[src/sv/ebdf_pkg.sv]
// Shared types and constants for the escaped byte deframer.
// Holds result kinds, configuration indexes, reset values and bundles.
// No dependencies.
package ebdf_pkg;

	localparam int BYTE_W = 8;
	localparam int LEN_W = 11;
	localparam int CFG_IDX_W = 2;

	typedef enum logic [1:0] {
		KIND_PAYLOAD = 2'd0,
		KIND_END = 2'd1,
		KIND_DROP = 2'd2
	} kind_t;

	localparam logic [CFG_IDX_W-1:0] CFG_ESC = 2'd0;
	localparam logic [CFG_IDX_W-1:0] CFG_START = 2'd1;
	localparam logic [CFG_IDX_W-1:0] CFG_END = 2'd2;
	localparam logic [CFG_IDX_W-1:0] CFG_LITERAL = 2'd3;

	localparam logic [BYTE_W-1:0] ESC_RESET = 8'd27;
	localparam logic [BYTE_W-1:0] START_RESET = 8'd1;
	localparam logic [BYTE_W-1:0] END_RESET = 8'd2;
	localparam logic [BYTE_W-1:0] LITERAL_RESET = 8'd3;

	typedef struct packed {
		logic [BYTE_W-1:0] esc_code;
		logic [BYTE_W-1:0] start_code;
		logic [BYTE_W-1:0] end_code;
		logic [BYTE_W-1:0] literal_code;
	} cfg_t;

	typedef struct packed {
		kind_t kind;
		logic [BYTE_W-1:0] payload;
		logic [LEN_W-1:0] frame_length;
	} result_t;

endpackage

[src/sv/ebdf_core.sv]
// Input register and frame state machine of the escaped byte deframer.
// Decodes one registered byte per cycle, unless stalled, against frame codes.
// Depends on ebdf_pkg.
module ebdf_core import ebdf_pkg::*; #(
	parameter int MAX_FRAME = 1024
) (
	input  logic clk,
	input  logic arst_n,
	input  logic in_valid,
	output logic in_stall,
	input  logic [BYTE_W-1:0] rx_byte,
	input  cfg_t cfg,
	input  logic res_ready,
	output logic res_load,
	output result_t res
);

	localparam int CW = $clog2(MAX_FRAME + 1);
	localparam logic [CW-1:0] MAX_COUNT = CW'(MAX_FRAME);

	logic valid_s1;
	logic [BYTE_W-1:0] rx_byte_s1;
	logic in_frame_q, in_frame_d;
	logic esc_pend_q, esc_pend_d;
	logic [CW-1:0] count_q, count_d;
	logic emit;
	logic fire;
	logic accept;
	logic [CW+LEN_W-1:0] count_wide;

	assign count_wide = (CW + LEN_W)'(count_q);

	always_comb begin
		in_frame_d = in_frame_q;
		esc_pend_d = esc_pend_q;
		count_d = count_q;
		emit = 1'b0;
		res = '{kind: KIND_PAYLOAD, payload: '0, frame_length: '0};
		priority if (!in_frame_q && !esc_pend_q && rx_byte_s1 == cfg.esc_code) begin
			esc_pend_d = 1'b1;
		end else if (esc_pend_q && rx_byte_s1 == cfg.start_code) begin
			esc_pend_d = 1'b0;
			in_frame_d = 1'b1;
			count_d = '0;
			if (in_frame_q) begin
				emit = 1'b1;
				res.kind = KIND_DROP;
			end
		end else if (in_frame_q && !esc_pend_q && rx_byte_s1 == cfg.esc_code) begin
			esc_pend_d = 1'b1;
		end else if (in_frame_q && esc_pend_q && rx_byte_s1 == cfg.end_code) begin
			in_frame_d = 1'b0;
			esc_pend_d = 1'b0;
			count_d = '0;
			emit = 1'b1;
			res.kind = KIND_END;
			res.frame_length = count_wide[LEN_W-1:0];
		end else if (in_frame_q && (!esc_pend_q || rx_byte_s1 == cfg.literal_code)) begin
			// A payload byte that would pass the frame limit drops the frame.
			emit = 1'b1;
			esc_pend_d = 1'b0;
			if (count_q == MAX_COUNT) begin
				in_frame_d = 1'b0;
				count_d = '0;
				res.kind = KIND_DROP;
			end else begin
				count_d = count_q + 1'b1;
				res.kind = KIND_PAYLOAD;
				res.payload = esc_pend_q ? cfg.esc_code : rx_byte_s1;
			end
		end else if (in_frame_q || esc_pend_q) begin
			in_frame_d = 1'b0;
			esc_pend_d = 1'b0;
			count_d = '0;
			if (in_frame_q) begin
				emit = 1'b1;
				res.kind = KIND_DROP;
			end
		end else begin
			emit = 1'b0;
		end
	end

	assign fire = valid_s1 && (!emit || res_ready);
	assign res_load = fire && emit;
	assign in_stall = valid_s1 && !fire;
	assign accept = in_valid && !in_stall;

	always_ff @(posedge clk or negedge arst_n) begin
		if (!arst_n) begin
			valid_s1 <= 1'b0;
			in_frame_q <= 1'b0;
			esc_pend_q <= 1'b0;
			count_q <= '0;
		end else begin
			if (accept) begin
				valid_s1 <= 1'b1;
			end else if (fire) begin
				valid_s1 <= 1'b0;
			end
			if (fire) begin
				in_frame_q <= in_frame_d;
				esc_pend_q <= esc_pend_d;
				count_q <= count_d;
			end
		end
	end

	always_ff @(posedge clk) begin
		if (accept) begin
			rx_byte_s1 <= rx_byte;
		end
	end

endmodule

[src/sv/ebdf_out_reg.sv]
// Result register of the escaped byte deframer.
// Holds one result request until the receiver takes it.
// Depends on ebdf_pkg.
module ebdf_out_reg import ebdf_pkg::*; (
	input  logic clk,
	input  logic arst_n,
	input  logic res_load,
	input  result_t res,
	output logic res_ready,
	output logic out_valid,
	input  logic out_stall,
	output result_t res_s2
);

	logic valid_s2;

	assign res_ready = !valid_s2 || !out_stall;
	assign out_valid = valid_s2;

	always_ff @(posedge clk or negedge arst_n) begin
		if (!arst_n) begin
			valid_s2 <= 1'b0;
		end else if (res_load) begin
			valid_s2 <= 1'b1;
		end else if (!out_stall) begin
			valid_s2 <= 1'b0;
		end
	end

	always_ff @(posedge clk) begin
		if (res_load) begin
			res_s2 <= res;
		end
	end

endmodule

[src/sv/escaped_byte_deframer_unit.sv]
// Top level of the escaped byte deframer: frame code registers and the two stages.
// Depends on ebdf_pkg, ebdf_core and ebdf_out_reg.
//
// The block takes one received byte per clock while in_stall is low and recovers
// escape-delimited frames. Each payload byte comes out as its own request; a frame
// that closes cleanly yields an end request carrying its length, and a frame that is
// restarted, broken by a bad escape or longer than MAX_FRAME bytes yields a drop
// request. Every byte passes through the input register and its result through the
// output register, and the throughput is one byte per clock as long as the output
// side takes its requests. The frame codes should be written only while no byte is in
// flight.
module escaped_byte_deframer_unit import ebdf_pkg::*; #(
	parameter int MAX_FRAME = 1024
) (
	input  logic clk,
	input  logic arst_n,
	input  logic cfg_wr_en,
	input  logic [CFG_IDX_W-1:0] cfg_index,
	input  logic [BYTE_W-1:0] cfg_data,
	input  logic in_valid,
	output logic in_stall,
	input  logic [BYTE_W-1:0] rx_byte,
	output logic out_valid,
	input  logic out_stall,
	output logic [1:0] kind,
	output logic [BYTE_W-1:0] payload,
	output logic [LEN_W-1:0] frame_length
);

	cfg_t cfg_q;
	logic res_ready;
	logic res_load;
	result_t res;
	result_t res_s2;

	always_ff @(posedge clk or negedge arst_n) begin
		if (!arst_n) begin
			cfg_q <= '{esc_code: ESC_RESET, start_code: START_RESET,
				end_code: END_RESET, literal_code: LITERAL_RESET};
		end else if (cfg_wr_en) begin
			unique case (cfg_index)
				CFG_ESC: cfg_q.esc_code <= cfg_data;
				CFG_START: cfg_q.start_code <= cfg_data;
				CFG_END: cfg_q.end_code <= cfg_data;
				CFG_LITERAL: cfg_q.literal_code <= cfg_data;
				default: cfg_q <= cfg_q;
			endcase
		end
	end

	ebdf_core #(
		.MAX_FRAME(MAX_FRAME)
	) u_core (
		.clk(clk),
		.arst_n(arst_n),
		.in_valid(in_valid),
		.in_stall(in_stall),
		.rx_byte(rx_byte),
		.cfg(cfg_q),
		.res_ready(res_ready),
		.res_load(res_load),
		.res(res)
	);

	ebdf_out_reg u_out_reg (
		.clk(clk),
		.arst_n(arst_n),
		.res_load(res_load),
		.res(res),
		.res_ready(res_ready),
		.out_valid(out_valid),
		.out_stall(out_stall),
		.res_s2(res_s2)
	);

	assign kind = res_s2.kind;
	assign payload = res_s2.payload;
	assign frame_length = res_s2.frame_length;

endmodule

[config.mk]
export PLATFORM = sky130hd
export DESIGN_NAME = escaped_byte_deframer_unit
export DESIGN_NICKNAME = d
export VERILOG_FILES = /design/src/sv/ebdf_pkg.sv /design/src/sv/ebdf_core.sv /design/src/sv/ebdf_out_reg.sv /design/src/sv/escaped_byte_deframer_unit.sv
export SDC_FILE = /design/constraint.sdc
export NUM_CORES = 1
export LEC_CHECK = 0
export BUFFER_PORTS_ARGS = -buffer_cell sky130_fd_sc_hd__buf_4
export CORE_MARGIN = 10
export CORE_UTILIZATION = 58
export CTS_CLUSTER_DIAMETER = 100
export CTS_CLUSTER_SIZE = 25
export DETAILED_ROUTE_END_ITERATION = 10
export PLACE_DENSITY = 0.8
export SLEW_MARGIN = 20
export SYNTH_ARGS = -nofsm -noshare
export SYNTH_HDL_FRONTEND = slang
export SYNTH_SLANG_ARGS = --single-unit
[constraint.sdc]
create_clock -name clk -period 2.8 [get_ports clk]
set_input_delay 0.14 -clock clk [delete_from_list [all_inputs] [get_ports clk]]
set_output_delay 0.14 -clock clk [all_outputs]
set_load 0.03 [all_outputs]
==> impl_metrics.toml, run 1 <==
[status]
status = "finished clean"

[cts]
cts_resized = 0
clk_path_buf_depth = 2
clkTransAtPathRegs_ns = 0.08
cts-root-buf = "clkbuf_8"
htreeDepth = 3
post_cts_buffers = 0
clk_latency_ns = 0.35
cts_tree = "done"
cts_buffers = 9
ctsHoldBuffers = 10
clock_sinks = 76

[timing]
setup_tns_ns = 0
fin_ws_ns = 0.388
fin_crit_sh_pct = 86.2
layout_min_cycle_time_ns = 2.41
finClkSkew_ns = 0.00703
worst-slew-pin-transition_ns = 0.949
rsz0062_at_grt = "no"
setup_violations = 0
clock.fmax_mhz = 415
hold_violations = 0
drv_slew = 0
slew_headroom_pct = 36.2

[route]
drcViolationCount = 0
drtIter0Drc = 146
routedWlPerCell_um = 18.1
routed_via_density = 5.72
first_pass_iters = 5
num_vias = 2392
wirelength_um = 7590
ant_nets = 0

[global_route]
grt-ovfl-total = 0
grt_antenna_before_repair = 0
grt_pass1_wl_um = 12400
grt_util_all_layers_pct = 15.7
grt_pass1_vias = 2425
grt_max_degree = 48

[finish]
drive_gt1_share_pct = 34.7
ff_latch_area_mm2 = 0.00206
nNetsFinal = 363
final_util_pct = 72.0
area_growth_pct = 18.9
fill_cells = 429
post_layout_nonfiller_instances = 418
multiInputGateArea_mm2 = 0.00148
antenna_cells = 0

[setup_path]
slowest_stage = "nor3_1"
startpoint_type = "register"
required_ns = 3.04
path_cells = "xnor2_1 -> nand3_1 -> nor4_2 -> buf_4 -> nor3_1 -> o31ai_1 -> a22o_1"
path_class = "reg2reg"
end_kind = "register"
cp.arrival_ns = 2.66
critPathMaxFanout = 9
max_stage_delay_ns = 0.77

[run]
drv_cap = 0

[logic_synthesis]
ys.warnings.count = 0
synthCells = 280
syn_nets = 305
synth_mux_area_share_pct = 12.4
synth_area_per_cell_um2 = 13.0
synthArstFlopShare_pct = 61.8
synth_edf_count = 29
ys_seq_area_share_pct = 56.4
yosysTopAreaCell = "dfrtp_1"
syn-cell-area_mm2 = 0.00365
synth_compound_area_share_pct = 5.56
synth-adder-area-share_pct = 0.686
yosys.area_share.simple_pct = 14.6
synth.area.top_cells = "dfrtp_1 27%, edfxtp_1 24%, mux2_2 10%"
synth_most_common_cell = "dfrtp_1"
synth_seq_cells = 76
synthTopCellsByCount = "39 x dfrtp_1, 33 x mux2_2, 29 x edfxtp_1"
synth_xor_xnor_area_share_pct = 6.96
synth_top_area_share_pct = 26.7
synth_cell_type_count = 46
synth_top_family_by_area = "simple AND/OR/NAND/NOR gates"
synthFlopType = "dfrtp_1"

[floorplanning]
initial_core_util_pct = 60.5
dieWidth_um = 99.3
core-area_mm2 = 0.00603
core.rowCount = 28
die_area_mm2 = 0.00986
pin_count = 46
die_height_um = 99.3

[placed_design]
dpl_worst_slack_ns = 0.393
dp.cells = 392
numPortBuffers = 45
gp_congestion = 0.846
hpwlAfterDp_um = 5440

[power]
ir_drop_mv = 0.467
power_density_mw_per_mm2 = 610
leakagePower_uw = 0.00179

[worst_hold_path]
hold_path_class = "in2reg"
state kept, by name, indices dropped and copies added, names as in the netlist:
name / flops
u_core.valid_s1: 1
u_out_reg.out_valid: 1
u_core.esc_pend_q: 1
u_core.count_q: 11
cfg_q: 32
u_core.in_frame_q: 1
u_out_reg.res_s2: 21
u_core.rx_byte_s1: 8
cell type report:
type	instances	share of cell area, %
clock inverter	6	1.79
multi-input combinational	186	34.0
sequential	76	47.4
inverter	5	0.433
tap	75	2.16
clock buffer	10	3.17
timing repair buffer	60	11.0
cell usage in the layout (no fill, tap or decap), types with 4 or more instances in the layout:
cell           count
nand4_1            5
mux2i_1            8
nand3_1            8
dfrtp_1           39
edfxtp_1          29
nor2b_1            6
a22o_1             9
nor3_1             8
inv_1              5
clkbuf_8          10
and2_1             9
nand2_1           14
dlygate4sd3_1     10
nor2_1            16
xnor2_1           28
o31ai_1            7
dfstp_2            8
buf_4             50
mux2_2            33
and3_1             4
critical path, delay by kind of cell (launching register included):
kind / cells / cell delay, ns
and+or+nand+nor: 3 / 0.96
buffers and inverters: 1 / 0.17
DFF: 1 / 0.52
AOI/OAI and AO/OA: 2 / 0.46
xor gates and xnor gates: 1 / 0.18
path summary, 6_finish.rpt:
kind / to / from / cells after the start / slack (ns)
min in group asynchronous: cfg_q[14] / arst_n / 2 / 0.33
worst max register to register: u_core.count_q[7] / u_core.rx_byte_s1[6] / 7 / 0.39
worst min-delay path: cfg_q[7] / cfg_data[7] / 2 / 0.04
max in group asynchronous: cfg_q[26] / arst_n / 2 / 2.05
worst min register to register: cfg_q[14] / cfg_q[14] / 1 / 0.53
worst max-delay path: u_core.count_q[7] / u_core.rx_byte_s1[6] / 7 / 0.39
routing by layer:
layer | GRT usage (%) | share of wire (%) | up-vias
met4 | 4.63 | 0.98 | 0
met5 | 0 | 0 | -
met2 | 26.5 | 51 | 84
li1 | - | - | 1130
met3 | 5.74 | 6.5 | 11
met1 | 18.2 | 42 | 1167
cells by family (layout without fill, tap and decap cells):
logic type | Yosys count | count (layout)
simple gates | 89 | 89
compound gates | 25 | 25
flops | 76 | 76
xor+xnor | 29 | 29
mux | 41 | 41
buf+inv | 18 | 81
fa+ha+maj | 2 | 2
through the flow:
| stage | instance area (um^2) | hold WS (ns) | power, uW |
|---|---|---|---|
| 2_1_floorplan | 3650 | -0.156 | 1640 |
| 3_3_place_gp | 4010 | 0.186 | 1730 |
| 3_5_place_dp | 4010 | 0.190 | 1750 |
| 4_1_cts | 4330 | 0.0359 | 2650 |
| 5_1_grt | 4340 | 0.0353 | 2760 |
| 6_report | 4340 | 0.0420 | 2640 |
power by group:
group | switching [uW] | internal [uW]
combinational | 153 | 209
clock | 388 | 517
sequential | 99.8 | 1280
(Power assumes the default switching activity.)
==> run 2: changes to the inputs <==
--- a/config.mk
+++ b/config.mk
@@ -7,11 +7,11 @@
 export LEC_CHECK = 0
 export BUFFER_PORTS_ARGS = -buffer_cell sky130_fd_sc_hd__buf_4
 export CORE_MARGIN = 10
-export CORE_UTILIZATION = 58
+export CORE_UTILIZATION = 34
 export CTS_CLUSTER_DIAMETER = 100
 export CTS_CLUSTER_SIZE = 25
 export DETAILED_ROUTE_END_ITERATION = 10
-export PLACE_DENSITY = 0.8
+export REMOVE_ABC_BUFFERS = 1
 export SLEW_MARGIN = 20
 export SYNTH_ARGS = -nofsm -noshare
 export SYNTH_HDL_FRONTEND = slang
==> run 2 against run 1 <==
Effect of this change:
- global-route usage is 4.7 points lower
- sequential share of layout area decreased by 1.3 points
- first-iteration DRC count shrank 33%
==> impl_metrics.toml, run 2 (synthesis gave the netlist of run 1 again) <==
[status]
status = "finished clean"

[route]
drcViolationCount = 0
routedWlPerCell_um = 16.5
top_layer_used = "met4"
first_pass_iters = 4
route.met3.wl_um = 315
ant_nets = 0
wl_met1_um = 3840
routed_via_density = 4.82
wirelength_um = 7920
num_vias = 2314
drtIter0Drc = 98
wl_met2_um = 3570

[finish]
largest_reg_flops = 32
top_regs = "cfg_q: 32 flops, u_out_reg.res_s2: 21 flops, u_core.count_q: 11 flops"
area_growth_pct = 22.3
top_register = "cfg_q"
drive_gt1_share_pct = 35.2
final_cell_area_mm2 = 0.00446
final_common_cell = "buf_4"
antenna_cells = 0
layout_common_cells = "51 x buf_4, 39 x dfrtp_1, 33 x mux2_2"
post_layout_nonfiller_instances = 480
nNetsFinal = 364

[placed_design]
placed_area_mm2 = 0.00410
numPortBuffers = 45
gp_congestion = 0.775
hpwlAfterDp_um = 5740
dp.cells = 454

[cts]
cts-root-buf = "clkbuf_8"
clk_latency_ns = 0.36
cts_buffers = 9
clkTransAtPathRegs_ns = 0.08
cts_tree = "done"
clock_sinks = 76
clk_path_buf_depth = 2
htreeDepth = 3
post_cts_buffers = 0

[floorplanning]
initial_core_util_pct = 35.2
core-area_mm2 = 0.0104
die_height_um = 124
dieWidth_um = 124
die_area_mm2 = 0.0153
pin_count = 46
core.rowCount = 37

[setup_path]
critPathMaxFanout = 6
crit_family = "simple AND/OR/NAND/NOR gates"
startpoint_type = "register"
end_kind = "output port"
path_class = "reg2out"
cp.arrival_ns = 2.10
slowest_stage = "edfxtp_1"
max_stage_delay_ns = 0.49
path_cells = "xnor2_1 -> nand3_1 -> nor4_2 -> nor3_1 -> buf_4"
required_ns = 2.66
crit_buf_inv = 1

[power]
power_density_mw_per_mm2 = 630
power_uw = 2810
leakagePower_uw = 0.00181
ir_drop_mv = 0.320

[global_route]
grt_util_all_layers_pct = 11.0
grt_max_degree = 48
grt-ovfl-total = 0
grt_pass1_vias = 2437
grt_pass1_wl_um = 12900
grt_antenna_before_repair = 0

[worst_hold_path]
hold_path_class = "in2reg"

[timing]
setup_tns_ns = 0
finClkSkew_ns = 0.00995
fin_crit_sh_pct = 80.1
drv_slew = 0
slew_headroom_pct = 48.7
rsz0062_at_grt = "no"
hold_violations = 0
layout_min_cycle_time_ns = 2.24
worst-slew-pin-transition_ns = 0.766
clock.fmax_mhz = 446
setup_violations = 0

[run]
drv_cap = 0
run 2: final cells by class:
type | instances | area [um^2]
Clock buffer | 14 | 205
Clock inverter | 2 | 60.1
Fill cell | 979 | 5910
Inverter | 5 | 18.8
Multi-Input combinational cell | 186 | 1470
Sequential cell | 76 | 2060
Tap cell | 136 | 170
Timing Repair Buffer | 61 | 483
run 2: through the flow:
step           utilization, %  hold slack [ns]  setup slack, ns
3_3_place_gp             39.5            0.199            0.641
4_1_cts                  43.0           0.0217            0.527
6_report                 43.0           0.0373            0.556
3_5_place_dp             39.5            0.201            0.574
5_1_grt                  43.0           0.0273            0.404
2_1_floorplan               -           -0.156            0.279
run 2: path summary, 6_finish.rpt:
check                                      from                 to  slack, ns  cells past startpoint
setup / recovery           u_core.rx_byte_s1[1]           in_stall       0.56                      5
hold / removal                      cfg_data[4]           cfg_q[4]       0.04                      2
setup reg to reg           u_core.rx_byte_s1[5]  u_core.count_q[0]       0.58                      6
hold reg to reg                       cfg_q[14]          cfg_q[14]       0.52                      1
max in group asynchronous                arst_n          cfg_q[20]       2.02                      2
min in group asynchronous                arst_n    u_core.valid_s1       0.33                      2
run 2: timing repair:
action / 4_1_cts / 5_1_grt
hold buffers: 10 / 0
resized for setup: 0 / 0
endpoints found under the hold margin: 48 / 0
run 2: worst register-to-register path, cell delays in order (launching register included):
cell and delay (ns):
edfxtp_1 0.51, xnor2_1 0.20, nand4_1 0.13, o21ai_1 0.21
or3b_4 0.51, nor3_4 0.37, mux2_2 0.24
run 2: power breakdown:
group	switching (uW)	internal [uW]
registers	101	1280
logic	155	210
clock network	408	660
run 2: layer usage:
layer / up-vias / global-route usage, %
li1: 1128 / -
met1: 1121 / 14.7
met2: 49 / 16.2
met3: 16 / 2.67
met4: 0 / 5.82
met5: - / 0
==> run 3: changes to the inputs <==
==> constraint.sdc (replaced) <==
create_clock -name clk -period 2.15 [get_ports clk]
set_input_delay 0.1075 -clock clk [delete_from_list [all_inputs] [get_ports clk]]
set_output_delay 0.1075 -clock clk [all_outputs]
set_load 0.03 [all_outputs]
==> run 3 against run 2 <==
Effect of this change:
- the flow now finishes with violations (setup timing)
- critical path depth grew 3
- highest routed layer unchanged
- register-to-register slack lost 0.60 ns
- non-clock buffer count grew 32
- count of clock-buffer cells in the layout shrank 1
- sequential share of layout area shrank 4.1 points
- critical path type is now reg2reg
- sequential power grew 30%
- total power grew 28%
- global-route usage grew 0.15 points
==> impl_metrics.toml, run 3 (synthesis gave the netlist of run 1 again) <==
[status]
status = "finished with violations"
violations = "setup timing"

[route]
num_vias = 2526
routed_via_density = 4.92
drcViolationCount = 0
first_pass_iters = 4
drtIter0Drc = 120
wirelength_um = 8540
ant_nets = 0
routedWlPerCell_um = 16.7

[finish]
final_common_cell = "buf_4"
fill_cells = 936
drive_gt1_share_pct = 44.6
post_layout_nonfiller_instances = 513
top_regs = "cfg_q: 32 flops, u_out_reg.res_s2: 21 flops, u_core.count_q: 11 flops"
largest_reg_flops = 32
antenna_cells = 0
final_cell_area_mm2 = 0.00489
area_growth_pct = 34.2
nNetsFinal = 397
layout_common_cells = "70 x buf_4, 39 x dfrtp_1, 33 x mux2_2"
top_register = "cfg_q"

[timing]
layout_min_cycle_time_ns = 2.17
setup_tns_ns = -0.0166
hold_violations = 0
clock.fmax_mhz = 462
fin_ws_ns = -0.0166
worst-slew-pin-transition_ns = 0.837
drv_slew = 0
finClkSkew_ns = 0.0101
setup_violations = 1
fin_crit_sh_pct = 101
slew_headroom_pct = 44.0
rsz0062_at_grt = "yes"

[placed_design]
hpwlAfterDp_um = 5820
dpl_worst_slack_ns = -0.140
numPortBuffers = 45
placed_area_mm2 = 0.00423
dp.cells = 468
gp_congestion = 0.844

[setup_path]
path_cells = "buf_6 -> xnor2_4 -> nand4_1 -> o21ai_1 -> or3b_4 -> buf_12 -> o31ai_2 -> a22o_1"
cp.arrival_ns = 2.46
slowest_stage = "edfxtp_1"
end_kind = "register"
regToRegSetupSlack_ns = -0.02
cp.depth = 8
reg2reg_to = "u_core.count_q[10]"
path_class = "reg2reg"
startpoint_type = "register"
timing.critical_path.to = "u_core.count_q[10]"
critPathMaxFanout = 10
required_ns = 2.44
reg2regPathDepth = 8
r2r_start = "u_core.rx_byte_s1[2]"
crit_buf_inv = 2
crit_family = "simple AND/OR/NAND/NOR gates"
max_stage_delay_ns = 0.47
setup.worst_path.start = "u_core.rx_byte_s1[2]"

[global_route]
grt_util_all_layers_pct = 11.2
grt_pass1_wl_um = 13200
use_met2_pct = 17.1
grt_max_degree = 48
grt_pass1_vias = 2568
busiest_layer = "met2"
grtUsageMet3_pct = 3.67
use_met1_pct = 14.5
grt-ovfl-total = 0
grt_antenna_before_repair = 0

[power]
leakagePower_uw = 0.00201
power_uw = 3600
power_density_mw_per_mm2 = 736
ir_drop_mv = 0.304

[floorplanning]
initial_core_util_pct = 35.2
die_height_um = 124
core-area_mm2 = 0.0104
dieWidth_um = 124
die_area_mm2 = 0.0153
core.rowCount = 37
pin_count = 46

[cts]
htreeDepth = 3
clock_sinks = 76
clk_path_buf_depth = 2
clk_latency_ns = 0.35
cts_buffers = 9
cts-root-buf = "clkbuf_8"
cts_tree = "done"
clkTransAtPathRegs_ns = 0.08

[worst_hold_path]
hold_path_class = "in2reg"

[run]
drv_cap = 0
[run 3: cell types whose count changed in the layout (fill, tap and decap cells not counted), sizes merged]
| cell | previous run | this run |
|---|---|---|
| dlygate4sd3 | 10 | 14 |
| nor2 | 17 | 18 |
| clkinv | 0 | 1 |
| buf | 51 | 78 |
[run 3: metal layers]
layer	vias up	share of wire (%)
li1	1194	-
met1	1252	44
met3	11	6.0
met4	0	1.4
met2	69	48
met5	-	0
[run 3: how the worst min path moves through the flow]
stage,start,to,slack [ns],depth (start not counted)
after detailed placement,arst_n,u_out_reg.out_valid,0.17,1
after global placement,arst_n,u_core.valid_s1,0.17,1
after CTS,cfg_data[3],cfg_q[3],0.0001,2
after global routing,cfg_data[6],cfg_q[6],0.0006,2
final,cfg_data[3],cfg_q[3],0.02,2
after floorplan,arst_n,cfg_q[10],-0.19,0
[run 3: area by class of cell]
cell class / count / area (um^2) / area share [%]
sequential: 76 / 2060 / 42.0
timing repair buffer: 93 / 798 / 16.3
clock inverter: 3 / 68.8 / 1.41
clock buffer: 13 / 159 / 3.25
inverter: 5 / 18.8 / 0.383
multi-input combinational: 187 / 1620 / 33.2
tap: 136 / 170 / 3.48
[run 3: stage by stage]
| step | utilization [%] | hold slack [ns] |
|---|---|---|
| final | 47.2 | 0.0179 |
| after global routing | 47.2 | 0.000601 |
| after CTS | 45.1 | 0.000139 |
| after detailed placement | 40.8 | 0.172 |
| after global placement | 40.8 | 0.168 |
| after floorplan | - | -0.188 |
[run 3: what timing repair did]
action	in CTS	in global routing
resized for setup	9	21
pin swaps	4	16
buffers inserted	4	8
endpoints found under the setup margin	30	57
cloned	1	2
hold buffers	14	0
hold endpoints to repair	58	0
[run 3: worst reg2reg max path: cells and delay by family (launching register included)]
kind / cells / cell delay (ns)
simple gates: 2 / 0.58
compound gates: 3 / 0.57
flops: 1 / 0.47
buf+inv: 2 / 0.34
xor+xnor: 1 / 0.15
[run 3: where the power goes]
| part | internal, uW | switching [uW] |
|---|---|---|
| logic | 330 | 233 |
| clock network | 721 | 521 |
| registers | 1660 | 132 |
